==> config.mk <==
export PLATFORM = sky130hd
export DESIGN_NAME = compass_heading_minmax_cal_flat
export DESIGN_NICKNAME = d
export VERILOG_FILES = /design/src/rtl/core/cmpcal_pkg.sv /design/src/rtl/core/cmpcal_if.sv /design/src/rtl/core/compass_heading_minmax_cal.sv /design/src/rtl/core/cmpcal_ctrl.sv /design/src/rtl/core/cmpcal_dp.sv /design/src/flat_wrapper.sv
export SDC_FILE = /design/constraint.sdc
export NUM_CORES = 2
export LEC_CHECK = 0
export ABC_AREA = 1
export ABC_CLOCK_PERIOD_IN_PS = 7000
export BUFFER_PORTS_ARGS = -buffer_cell sky130_fd_sc_hd__buf_2
export CORE_UTILIZATION = 62
export CTS_CLUSTER_DIAMETER = 100
export DETAILED_ROUTE_END_ITERATION = 10
export GPL_ROUTABILITY_DRIVEN = 0
export PLACE_DENSITY_LB_ADDON = 0.1
export SETUP_SLACK_MARGIN = 0.02
export SLEW_MARGIN = 15
export SYNTH_ARGS = -nofsm -noshare
export SYNTH_HDL_FRONTEND = slang
export SYNTH_SLANG_ARGS = --single-unit
==> constraint.sdc <==
create_clock -name clk_i -period 7 [get_ports clk_i]
set_input_delay 0.35 -clock clk_i [delete_from_list [all_inputs] [get_ports clk_i]]
set_output_delay 0.35 -clock clk_i [all_outputs]
set_load 0.01 [all_outputs]
==> src/rtl/core/cmpcal_pkg.sv <==
// Shared constants, types and the arctangent table of the compass heading block.
package cmpcal_pkg;

  localparam int CORDIC_ITERATIONS = 16;
  localparam int ANGLE_FRAC_BITS   = 7;

  // The quotient of a normalisation has 32 bits, one found per step.
  localparam int DIV_STEPS = 32;
  localparam int CNT_W     = $clog2((DIV_STEPS > CORDIC_ITERATIONS) ?
                                    DIV_STEPS : CORDIC_ITERATIONS);

  localparam int Q_W  = 18;  // normalised axis value, Q2.16
  localparam int CV_W = 29;  // CORDIC vector components
  localparam int Z_W  = 26;  // CORDIC angle, degrees * 2^16

  localparam int FULL_TURN = 360 << ANGLE_FRAC_BITS;
  localparam int H_W       = $clog2(FULL_TURN) + 2;

  localparam logic [1:0] OP_HEADING = 2'd0;
  localparam logic [1:0] OP_RESTART = 2'd1;
  localparam logic [1:0] OP_CALIB   = 2'd2;

  localparam logic [1:0] ST_VALID   = 2'd0;
  localparam logic [1:0] ST_RESTART = 2'd1;
  localparam logic [1:0] ST_UPDATE  = 2'd2;
  localparam logic [1:0] ST_DEGEN   = 2'd3;

  localparam logic [1:0] ORI_YZ = 2'd0;
  localparam logic [1:0] ORI_XZ = 2'd1;
  localparam logic [1:0] ORI_XY = 2'd2;

  typedef struct packed {
    logic             take;
    logic             chk;
    logic             div_step;
    logic             norm;
    logic             rot;
    logic             iter;
    logic             wrap;
    logic             ref_sub;
    logic             out_load;
    logic [CNT_W-1:0] step;
  } cmd_t;

  typedef struct packed {
    logic is_cal;
    logic degen;
  } sts_t;

  // atan(2^-i) in degrees * 2^16, rounded to nearest.
  function automatic logic signed [Z_W-1:0] atan_lut(input logic [CNT_W-1:0] idx);
    logic signed [Z_W-1:0] v;
    case (idx)
      5'd0:    v = Z_W'(2949120);
      5'd1:    v = Z_W'(1740967);
      5'd2:    v = Z_W'(919879);
      5'd3:    v = Z_W'(466945);
      5'd4:    v = Z_W'(234379);
      5'd5:    v = Z_W'(117305);
      5'd6:    v = Z_W'(58666);
      5'd7:    v = Z_W'(29335);
      5'd8:    v = Z_W'(14668);
      5'd9:    v = Z_W'(7334);
      5'd10:   v = Z_W'(3667);
      5'd11:   v = Z_W'(1833);
      5'd12:   v = Z_W'(917);
      5'd13:   v = Z_W'(458);
      5'd14:   v = Z_W'(229);
      5'd15:   v = Z_W'(115);
      5'd16:   v = Z_W'(57);
      5'd17:   v = Z_W'(29);
      5'd18:   v = Z_W'(14);
      5'd19:   v = Z_W'(7);
      5'd20:   v = Z_W'(4);
      5'd21:   v = Z_W'(2);
      5'd22:   v = Z_W'(1);
      default: v = '0;
    endcase
    return v;
  endfunction

endpackage

==> src/rtl/core/cmpcal_if.sv <==
// Valid/ready channel interfaces for magnetometer samples and heading results.
interface cmpcal_mag_if;
  logic              valid;
  logic              ready;
  logic [1:0]        operation;
  logic signed [15:0] mag_x;
  logic signed [15:0] mag_y;
  logic signed [15:0] mag_z;

  modport source (output valid, operation, mag_x, mag_y, mag_z, input ready);
  modport sink   (input valid, operation, mag_x, mag_y, mag_z, output ready);
endinterface

interface cmpcal_hdg_if;
  logic        valid;
  logic        ready;
  logic [15:0] heading;
  logic [1:0]  status;

  modport source (output valid, heading, status, input ready);
  modport sink   (input valid, heading, status, output ready);
endinterface

==> src/rtl/core/compass_heading_minmax_cal.sv <==
// Top level of the min/max calibrated magnetometer compass heading block.
//
// Samples arrive on the mag_i channel (valid/ready); one result per sample
// leaves on the hdg_o channel. A transfer is taken only while the block is
// idle. A calibration restart or calibration sample passes through the
// range check, the output load and the idle state. A heading sample passes
// through a range check, two normalisation dividers side by side at one
// quotient bit per cycle, saturation, the half-plane fold, one CORDIC
// iteration per cycle, wrap, reference subtraction, output load and the
// idle state. A degenerate axis range is answered like a calibration item.
// The result sits in an output register; if the receiver stalls, the next
// sample is still taken and processed, and it then waits until the earlier
// result has been transferred. Reset restores the calibration to minimum 0,
// maximum 1 on every axis, orientation to atan2(x,y) and the reference to 0.
// Registers are written over the APB port: orientation at 0, reference at 4.
// The user must write them only while no sample is in flight; the block
// itself does not enforce this.
module compass_heading_minmax_cal
  import cmpcal_pkg::*;
(
  input  logic          clk_i,
  input  logic          rst_ni,
  cmpcal_mag_if.sink    mag_i,
  cmpcal_hdg_if.source  hdg_o,
  input  logic          psel,
  input  logic          penable,
  input  logic          pwrite,
  input  logic [2:0]    paddr,
  input  logic [31:0]   pwdata,
  output logic [31:0]   prdata,
  output logic          pready
);

  logic [1:0]  orientation_q;
  logic [15:0] reference_q;
  logic        wr_en;
  cmd_t        cmd;
  sts_t        sts;

  assign pready = 1'b1;
  assign wr_en  = psel && penable && pwrite && pready;

  always_ff @(posedge clk_i or negedge rst_ni) begin
    if (!rst_ni) begin
      orientation_q <= ORI_XY;
      reference_q   <= 16'd0;
    end else if (wr_en) begin
      if (paddr[2]) begin
        reference_q <= pwdata[15:0];
      end else begin
        orientation_q <= pwdata[1:0];
      end
    end
  end

  assign prdata = paddr[2] ? {16'b0, reference_q} : {30'b0, orientation_q};

  cmpcal_ctrl u_ctrl (
    .clk_i       (clk_i),
    .rst_ni      (rst_ni),
    .in_valid_i  (mag_i.valid),
    .in_ready_o  (mag_i.ready),
    .out_ready_i (hdg_o.ready),
    .out_valid_o (hdg_o.valid),
    .sts_i       (sts),
    .cmd_o       (cmd)
  );

  cmpcal_dp u_dp (
    .clk_i         (clk_i),
    .rst_ni        (rst_ni),
    .cmd_i         (cmd),
    .sts_o         (sts),
    .operation_i   (mag_i.operation),
    .mag_x_i       (mag_i.mag_x),
    .mag_y_i       (mag_i.mag_y),
    .mag_z_i       (mag_i.mag_z),
    .orientation_i (orientation_q),
    .reference_i   (reference_q),
    .heading_o     (hdg_o.heading),
    .status_o      (hdg_o.status)
  );

endmodule

==> src/rtl/core/cmpcal_ctrl.sv <==
// Controller state machine sequencing calibration, division, CORDIC and result transfer.
module cmpcal_ctrl
  import cmpcal_pkg::*;
(
  input  logic clk_i,
  input  logic rst_ni,
  input  logic in_valid_i,
  output logic in_ready_o,
  input  logic out_ready_i,
  output logic out_valid_o,
  input  sts_t sts_i,
  output cmd_t cmd_o
);

  localparam logic [3:0] S_IDLE = 4'd0;
  localparam logic [3:0] S_CHK  = 4'd1;
  localparam logic [3:0] S_DIV  = 4'd2;
  localparam logic [3:0] S_NORM = 4'd3;
  localparam logic [3:0] S_ROT  = 4'd4;
  localparam logic [3:0] S_ITER = 4'd5;
  localparam logic [3:0] S_WRAP = 4'd6;
  localparam logic [3:0] S_REF  = 4'd7;
  localparam logic [3:0] S_OUT  = 4'd8;

  logic [3:0]       state_q, state_d;
  logic [CNT_W-1:0] cnt_q, cnt_d;
  logic             ovalid_q, ovalid_d;

  always_comb begin
    state_d    = state_q;
    cnt_d      = cnt_q;
    cmd_o      = '0;
    cmd_o.step = cnt_q;
    in_ready_o = 1'b0;
    case (state_q)
      S_IDLE: begin
        in_ready_o = 1'b1;
        if (in_valid_i) begin
          cmd_o.take = 1'b1;
          state_d    = S_CHK;
        end
      end
      S_CHK: begin
        cmd_o.chk = 1'b1;
        cnt_d     = '0;
        if (sts_i.is_cal || sts_i.degen) begin
          state_d = S_OUT;
        end else begin
          state_d = S_DIV;
        end
      end
      S_DIV: begin
        cmd_o.div_step = 1'b1;
        cnt_d          = cnt_q + 1'b1;
        if (cnt_q == CNT_W'(DIV_STEPS - 1)) begin
          state_d = S_NORM;
        end
      end
      S_NORM: begin
        cmd_o.norm = 1'b1;
        state_d    = S_ROT;
      end
      S_ROT: begin
        cmd_o.rot = 1'b1;
        cnt_d     = '0;
        state_d   = S_ITER;
      end
      S_ITER: begin
        cmd_o.iter = 1'b1;
        cnt_d      = cnt_q + 1'b1;
        if (cnt_q == CNT_W'(CORDIC_ITERATIONS - 1)) begin
          state_d = S_WRAP;
        end
      end
      S_WRAP: begin
        cmd_o.wrap = 1'b1;
        state_d    = S_REF;
      end
      S_REF: begin
        cmd_o.ref_sub = 1'b1;
        state_d       = S_OUT;
      end
      S_OUT: begin
        // Wait here only while an earlier result is still unclaimed.
        if (!ovalid_q || out_ready_i) begin
          cmd_o.out_load = 1'b1;
          state_d        = S_IDLE;
        end
      end
      default: state_d = S_IDLE;
    endcase
  end

  always_comb begin
    if (cmd_o.out_load) begin
      ovalid_d = 1'b1;
    end else if (out_ready_i) begin
      ovalid_d = 1'b0;
    end else begin
      ovalid_d = ovalid_q;
    end
  end

  always_ff @(posedge clk_i or negedge rst_ni) begin
    if (!rst_ni) begin
      state_q  <= S_IDLE;
      cnt_q    <= '0;
      ovalid_q <= 1'b0;
    end else begin
      state_q  <= state_d;
      cnt_q    <= cnt_d;
      ovalid_q <= ovalid_d;
    end
  end

  assign out_valid_o = ovalid_q;

endmodule

==> src/rtl/core/cmpcal_dp.sv <==
// Datapath: calibration extremes, two serial dividers, CORDIC unit and heading wrap.
module cmpcal_dp
  import cmpcal_pkg::*;
(
  input  logic               clk_i,
  input  logic               rst_ni,
  input  cmd_t               cmd_i,
  output sts_t               sts_o,
  input  logic [1:0]         operation_i,
  input  logic signed [15:0] mag_x_i,
  input  logic signed [15:0] mag_y_i,
  input  logic signed [15:0] mag_z_i,
  input  logic [1:0]         orientation_i,
  input  logic [15:0]        reference_i,
  output logic [15:0]        heading_o,
  output logic [1:0]         status_o
);

  logic signed [15:0] min_x_q, min_y_q, min_z_q;
  logic signed [15:0] max_x_q, max_y_q, max_z_q;

  logic [1:0]         op_q;
  logic signed [15:0] va_q, vb_q, mina_q, minb_q;
  logic signed [16:0] rga_q, rgb_q;
  logic [1:0]         st_q;

  logic [31:0]        dvd_a_q, dvd_b_q;
  logic [15:0]        rem_a_q, rem_b_q;
  logic [15:0]        dvs_a_q, dvs_b_q;
  logic               neg_a_q, neg_b_q;

  logic signed [Q_W-1:0]  qa_q, qb_q;
  logic signed [CV_W-1:0] x_q, y_q;
  logic signed [Z_W-1:0]  z_q;
  logic                   zero_q;
  logic signed [H_W-1:0]  h_q;
  logic [15:0]            res_q;
  logic [15:0]            heading_q;
  logic [1:0]             status_q;

  logic signed [15:0] sa, sb, smina, sminb, smaxa, smaxb;
  logic               is_cal;

  always_comb begin
    case (orientation_i)
      ORI_YZ: begin
        sa = mag_y_i; smina = min_y_q; smaxa = max_y_q;
        sb = mag_z_i; sminb = min_z_q; smaxb = max_z_q;
      end
      ORI_XZ: begin
        sa = mag_x_i; smina = min_x_q; smaxa = max_x_q;
        sb = mag_z_i; sminb = min_z_q; smaxb = max_z_q;
      end
      default: begin
        sa = mag_x_i; smina = min_x_q; smaxa = max_x_q;
        sb = mag_y_i; sminb = min_y_q; smaxb = max_y_q;
      end
    endcase
  end

  assign is_cal       = (op_q == OP_RESTART) || (op_q == OP_CALIB);
  assign sts_o.is_cal = is_cal;
  assign sts_o.degen  = (rga_q <= 0) || (rgb_q <= 0);

  // Calibration extremes.
  always_ff @(posedge clk_i or negedge rst_ni) begin
    if (!rst_ni) begin
      min_x_q <= 16'sd0; min_y_q <= 16'sd0; min_z_q <= 16'sd0;
      max_x_q <= 16'sd1; max_y_q <= 16'sd1; max_z_q <= 16'sd1;
    end else if (cmd_i.take && operation_i == OP_RESTART) begin
      min_x_q <= 16'sh7fff; min_y_q <= 16'sh7fff; min_z_q <= 16'sh7fff;
      max_x_q <= 16'sh8000; max_y_q <= 16'sh8000; max_z_q <= 16'sh8000;
    end else if (cmd_i.take && operation_i == OP_CALIB) begin
      if (mag_x_i < min_x_q) min_x_q <= mag_x_i;
      if (mag_y_i < min_y_q) min_y_q <= mag_y_i;
      if (mag_z_i < min_z_q) min_z_q <= mag_z_i;
      if (mag_x_i > max_x_q) max_x_q <= mag_x_i;
      if (mag_y_i > max_y_q) max_y_q <= mag_y_i;
      if (mag_z_i > max_z_q) max_z_q <= mag_z_i;
    end
  end

  // Normalisation numerators and their magnitudes.
  logic signed [16:0] num_a, num_b;
  logic [15:0]        abs_a, abs_b;

  assign num_a = 17'(va_q) - 17'(mina_q);
  assign num_b = 17'(vb_q) - 17'(minb_q);
  assign abs_a = num_a[16] ? 16'(-num_a) : num_a[15:0];
  assign abs_b = num_b[16] ? 16'(-num_b) : num_b[15:0];

  // One restoring division step: the dividend register fills with quotient bits.
  logic [16:0] r_a, r_b;
  logic        ge_a, ge_b;

  assign r_a  = {rem_a_q, dvd_a_q[31]};
  assign r_b  = {rem_b_q, dvd_b_q[31]};
  assign ge_a = r_a >= {1'b0, dvs_a_q};
  assign ge_b = r_b >= {1'b0, dvs_b_q};

  function automatic logic signed [Q_W-1:0] sat_q(input logic [31:0] mag, input logic neg);
    logic signed [33:0] sm;
    logic signed [33:0] q;
    logic signed [Q_W-1:0] r;
    sm = neg ? -$signed({2'b00, mag}) : $signed({2'b00, mag});
    q  = sm - 34'sd32768;
    if (q > 34'sd131071) begin
      r = Q_W'(131071);
    end else if (q < -34'sd131072) begin
      r = Q_W'(-131072);
    end else begin
      r = q[Q_W-1:0];
    end
    return r;
  endfunction

  // CORDIC operands.
  logic signed [CV_W-1:0] x0, y0, dx, dy;

  assign x0 = {{(CV_W-Q_W-8){qb_q[Q_W-1]}}, qb_q, 8'b0};
  assign y0 = {{(CV_W-Q_W-8){qa_q[Q_W-1]}}, qa_q, 8'b0};
  assign dx = y_q >>> cmd_i.step;
  assign dy = x_q >>> cmd_i.step;

  // Final rounding of the angle and wrap to one turn.
  logic signed [Z_W-1:0] z_rnd;
  logic signed [H_W-1:0] h_raw, h_ref, refm, h_sub;

  assign z_rnd = (z_q + Z_W'(1 << (15 - ANGLE_FRAC_BITS))) >>> (16 - ANGLE_FRAC_BITS);
  assign h_raw = z_rnd[H_W-1:0];
  assign h_ref = $signed({{(H_W-16){1'b0}}, reference_i});
  assign refm  = (h_ref >= H_W'(FULL_TURN)) ? h_ref - H_W'(FULL_TURN) : h_ref;
  assign h_sub = h_q - refm;

  always_ff @(posedge clk_i) begin
    if (cmd_i.take) begin
      op_q   <= operation_i;
      va_q   <= sa;
      vb_q   <= sb;
      mina_q <= smina;
      minb_q <= sminb;
      rga_q  <= 17'(smaxa) - 17'(smina);
      rgb_q  <= 17'(smaxb) - 17'(sminb);
    end
    if (cmd_i.chk) begin
      dvd_a_q <= {abs_a, 16'b0};
      dvd_b_q <= {abs_b, 16'b0};
      rem_a_q <= '0;
      rem_b_q <= '0;
      dvs_a_q <= rga_q[15:0];
      dvs_b_q <= rgb_q[15:0];
      neg_a_q <= num_a[16];
      neg_b_q <= num_b[16];
      if (is_cal) begin
        st_q <= (op_q == OP_RESTART) ? ST_RESTART : ST_UPDATE;
      end else if (sts_o.degen) begin
        st_q <= ST_DEGEN;
      end else begin
        st_q <= ST_VALID;
      end
    end
    if (cmd_i.div_step) begin
      rem_a_q <= ge_a ? 16'(r_a - {1'b0, dvs_a_q}) : r_a[15:0];
      rem_b_q <= ge_b ? 16'(r_b - {1'b0, dvs_b_q}) : r_b[15:0];
      dvd_a_q <= {dvd_a_q[30:0], ge_a};
      dvd_b_q <= {dvd_b_q[30:0], ge_b};
    end
    if (cmd_i.norm) begin
      qa_q <= sat_q(dvd_a_q, neg_a_q);
      qb_q <= sat_q(dvd_b_q, neg_b_q);
    end
    if (cmd_i.rot) begin
      zero_q <= (qa_q == '0) && (qb_q == '0);
      // Vectors in the left half plane are turned by a quarter turn first.
      if (x0 < 0) begin
        if (y0 >= 0) begin
          x_q <= y0;
          y_q <= -x0;
          z_q <= Z_W'(90 * 65536);
        end else begin
          x_q <= -y0;
          y_q <= x0;
          z_q <= Z_W'(-90 * 65536);
        end
      end else begin
        x_q <= x0;
        y_q <= y0;
        z_q <= '0;
      end
    end
    if (cmd_i.iter) begin
      if (zero_q) begin
        z_q <= '0;
      end else if (y_q > 0) begin
        x_q <= x_q + dx;
        y_q <= y_q - dy;
        z_q <= z_q + atan_lut(cmd_i.step);
      end else begin
        x_q <= x_q - dx;
        y_q <= y_q + dy;
        z_q <= z_q - atan_lut(cmd_i.step);
      end
    end
    if (cmd_i.wrap) begin
      if (h_raw < 0) begin
        h_q <= h_raw + H_W'(FULL_TURN);
      end else if (h_raw >= H_W'(FULL_TURN)) begin
        h_q <= h_raw - H_W'(FULL_TURN);
      end else begin
        h_q <= h_raw;
      end
    end
    if (cmd_i.ref_sub) begin
      res_q <= (h_sub < 0) ? 16'(h_sub + H_W'(FULL_TURN)) : h_sub[15:0];
    end
    if (cmd_i.out_load) begin
      heading_q <= (st_q == ST_VALID) ? res_q : 16'd0;
      status_q  <= st_q;
    end
  end

  assign heading_o = heading_q;
  assign status_o  = status_q;

endmodule
==> src/flat_wrapper.sv <==
// flat-port wrapper written by rule: the top's interface ports become plain ports
module compass_heading_minmax_cal_flat import cmpcal_pkg::*;
  (clk_i, rst_ni, psel, penable, pwrite, paddr, pwdata, prdata, pready, mag_i_valid, mag_i_operation, mag_i_mag_x, mag_i_mag_y, mag_i_mag_z, mag_i_ready, hdg_o_valid, hdg_o_heading, hdg_o_status, hdg_o_ready);
  cmpcal_mag_if mag_i_i ();
  cmpcal_hdg_if hdg_o_i ();
  input  logic clk_i;
  input  logic rst_ni;
  input  logic psel;
  input  logic penable;
  input  logic pwrite;
  input  logic [2:0] paddr;
  input  logic [31:0] pwdata;
  output logic [31:0] prdata;
  output logic pready;
  input wire logic [$bits(mag_i_i.valid)-1:0] mag_i_valid;
  input wire logic [$bits(mag_i_i.operation)-1:0] mag_i_operation;
  input wire logic [$bits(mag_i_i.mag_x)-1:0] mag_i_mag_x;
  input wire logic [$bits(mag_i_i.mag_y)-1:0] mag_i_mag_y;
  input wire logic [$bits(mag_i_i.mag_z)-1:0] mag_i_mag_z;
  output wire logic [$bits(mag_i_i.ready)-1:0] mag_i_ready;
  output wire logic [$bits(hdg_o_i.valid)-1:0] hdg_o_valid;
  output wire logic [$bits(hdg_o_i.heading)-1:0] hdg_o_heading;
  output wire logic [$bits(hdg_o_i.status)-1:0] hdg_o_status;
  input wire logic [$bits(hdg_o_i.ready)-1:0] hdg_o_ready;
  assign mag_i_i.valid = mag_i_valid;
  assign mag_i_i.operation = mag_i_operation;
  assign mag_i_i.mag_x = mag_i_mag_x;
  assign mag_i_i.mag_y = mag_i_mag_y;
  assign mag_i_i.mag_z = mag_i_mag_z;
  assign mag_i_ready = mag_i_i.ready;
  assign hdg_o_valid = hdg_o_i.valid;
  assign hdg_o_heading = hdg_o_i.heading;
  assign hdg_o_status = hdg_o_i.status;
  assign hdg_o_i.ready = hdg_o_ready;
  compass_heading_minmax_cal u_core (.clk_i(clk_i), .rst_ni(rst_ni), .mag_i(mag_i_i), .hdg_o(hdg_o_i), .psel(psel), .penable(penable), .pwrite(pwrite), .paddr(paddr), .pwdata(pwdata), .prdata(prdata), .pready(pready));
endmodule
==> impl_metrics.json <==
{
  "core_area_um2": 70100,
  "fp.dieH_um": 268,
  "crit_path_frequent_cell": "o21ai_0",
  "yosysWarnings": 0,
  "hold_viol": 0,
  "ant_nets": 0,
  "post-route-period-util_pct": 81.5,
  "synth.avg_cell_area_um2": 7.14,
  "seq_area_frac_synth_pct": 33.4,
  "grt_overflow": 0,
  "syn2layout_area_growth_pct": 8.15,
  "worstMarginPinSlew_ns": 1.12,
  "route.detailed.drc": 0,
  "dieArea_um2": 72000,
  "grt_setup_unrepaired": "false",
  "crit_fanout": 85,
  "critPathCaptureType": "flip-flop",
  "crit_path_start_kind": "flip-flop",
  "syn_area_um2": 44000,
  "grt_pass1_wl_um": 194000,
  "io_pins": 145,
  "first_pass_iters": 7,
  "cts.sinks": 529,
  "die_w_um": 268,
  "crit_type": "flip-flop to flip-flop",
  "synthCells": 6162,
  "drv_cap": 0,
  "first_global_vias": 38100,
  "cp_num_buf_inv": 4,
  "status": "finished, final reports clean",
  "drive_gt1_share_pct": 6.80,
  "synth_cell_types": 73,
  "cts.htree.levels": 2,
  "timing.fmax_mhz": 175,
  "viasPerCell": 5.77,
  "clk_pin_slew_ns": 0.06,
  "route.vias.total": 41600,
  "fin_crit_ns": 5.71,
  "antenna_found_initial": 2,
  "port_buffers": 109,
  "busiest_layer": "met2",
  "final_common_cell": "nand2_1",
  "synth_edf_count": 347,
  "nets": 6638,
  "gr-usage-met3_pct": 3.64,
  "report.final.slew_viol_count": 0,
  "final_cell_mix": "nand2_1, inv_1, nor2_1, o21ai_0, a21oi_1",
  "post_cts_buffers": 0,
  "ys.flop_type": "edfxtp_1",
  "cts_hold_buf": 38,
  "root_buffer": "clkbuf_16",
  "synth-async-reset-ratio_pct": 23.4,
  "slew_headroom_pct": 25.1,
  "use_met2_pct": 56.4,
  "synth_top_cell_area_share_pct": 23.7,
  "wl_um": 123000,
  "nFillCells": 6195,
  "skew_ns": 0.0374,
  "yosysTopAreaCell": "edfxtp_1",
  "cts_tree": "built",
  "clockBufferDepth": 3,
  "cp.required_ns": 7.57,
  "worstHoldPathType": "input port to flip-flop",
  "grt_max_degree": 86,
  "synth_seq_cells": 529,
  "wire_per_inst_um": 17.1,
  "use_met1_pct": 43.6,
  "setup-violations-final": 0,
  "tns_ns": 0,
  "max_stage_delay_ns": 0.62,
  "grt_use_total_pct": 33.6,
  "ys_top_cells_by_area": "edfxtp_1, nand2_1, ha_1",
  "cts_buffers": 58,
  "cts_resized": 0,
  "dr.first_iter.drc_count": 3803,
  "num_rows": 97,
  "start_util_pct": 62.7,
  "dp_hpwl_um": 93400,
  "path_delay_family": "compound AO/OA/AOI/OAI gates",
  "worst-endpoint-arrival_ns": 6.27,
  "clk_latency_ns": 0.65,
  "cp_slowest_cell": "buf_4",
  "diodes": 0
}
[kinds of logic after synthesis]
kind of cell | Yosys count | synth area share (%)
adders and majority gates | 326 | 9.44
AOI/OAI and AO/OA | 1186 | 14.9
other | 2 | 0.0171
buffers and inverters | 1041 | 9.46
DFF | 529 | 33.4
and+or+nand+nor | 2795 | 27.1
muxes | 8 | 0.196
xor gates and xnor gates | 275 | 5.51
[synth_stat cells (7+ instances only)]
master        n
nand2_1    1472
inv_1       822
nor2_1      613
o21ai_0     487
a21oi_1     407
nand3_1     377
edfxtp_1    347
ha_1        316
xor2_1      188
dfrtp_1     120
clkbuf_1    119
xnor2_1      85
nor3_1       84
nand4_1      74
dfxtp_1      58
o22ai_1      45
o21ai_1      39
a31oi_1      36
o211ai_1     32
nor2_2       31
nand2_2      30
buf_2        29
nor4_1       24
buf_4        22
o221ai_1     21
o31ai_1      19
o21bai_1     17
or2_2        17
inv_2        16
buf_6        15
nand3_2      15
a21o_1       14
buf_1        14
nor2_4       14
nand3b_1     13
o21a_1       13
fa_1         10
a211oi_1      9
o2111ai_1     7
[stage by stage]
| stage | util, % | instances | hold WS (ns) | instance area (um2) | setup slack, ns |
|---|---|---|---|---|---|
| CTS | 67.8 | 7208 | 0.000633 | 47600 | 1.44 |
| floorplan | - | 6177 | 0.0544 | 44100 | 2.02 |
| global placement | 64.3 | 7062 | 0.425 | 45100 | 1.61 |
| finish | 67.8 | 7208 | 0.0235 | 47600 | 1.29 |
| global route | 67.8 | 7208 | 0.0153 | 47600 | 0.710 |
| detailed placement | 64.3 | 7062 | 0.434 | 45100 | 1.50 |
[tightest hold or removal path: stages]
cell and delay (ns):
buf_2 0.13, inv_1 0.07, o22ai_1 0.08
[cell type report]
| class | instances | area, um2 | share of cell area, % |
|---|---|---|---|
| Sequential cell | 529 | 14700 | 30.9 |
| Inverter | 840 | 3160 | 6.63 |
| Multi-Input combinational cell | 4607 | 25300 | 53.1 |
| Clock buffer | 65 | 1510 | 3.17 |
| Tap cell | 940 | 1180 | 2.47 |
| Timing Repair Buffer | 184 | 1210 | 2.54 |
| Clock inverter | 43 | 567 | 1.19 |
[worst paths after layout]
path	from	to	slack, ns	cells after the start
setup / recovery	u_core.u_ctrl.cnt_q[0]	u_core.u_dp.y_q[24]	1.29	27
hold / removal	mag_i_mag_x[4]	u_core.u_dp.max_x_q[4]	0.02	3
setup reg to reg	u_core.u_ctrl.cnt_q[0]	u_core.u_dp.y_q[24]	1.29	27
hold reg to reg	u_core.u_dp.rgb_q[3]	u_core.u_dp.dvs_b_q[3]	0.45	0
max in group asynchronous	rst_ni	u_core.u_dp.max_y_q[3]	5.42	3
min in group asynchronous	rst_ni	u_core.u_ctrl.out_valid_o	0.35	2
[state kept, by name, indices dropped and copies added, names as in the netlist, 17 cells and up]
register / count
u_core.u_dp.dvd_b_q: 32
u_core.u_dp.h_q: 18
u_core.u_dp.dvd_a_q: 32
u_core.u_dp.y_q: 29
u_core.u_dp.x_q: 29
u_core.u_dp.rgb_q: 17
u_core.u_dp.rga_q: 17
u_core.u_dp.qb_q: 18
u_core.u_dp.z_q: 26
u_core.u_dp.qa_q: 18
[layer usage]
| metal | wire length [um] | part of all wire, % |
|---|---|---|
| met1 | 51100 | 41 |
| met4 | 6050 | 4.9 |
| met2 | 58100 | 47 |
| met3 | 7930 | 6.4 |
| met5 | 23 | 0.019 |
Power is not shown: default switching activity piles up to over one toggle a cycle in this logic, so the estimate is an artifact.
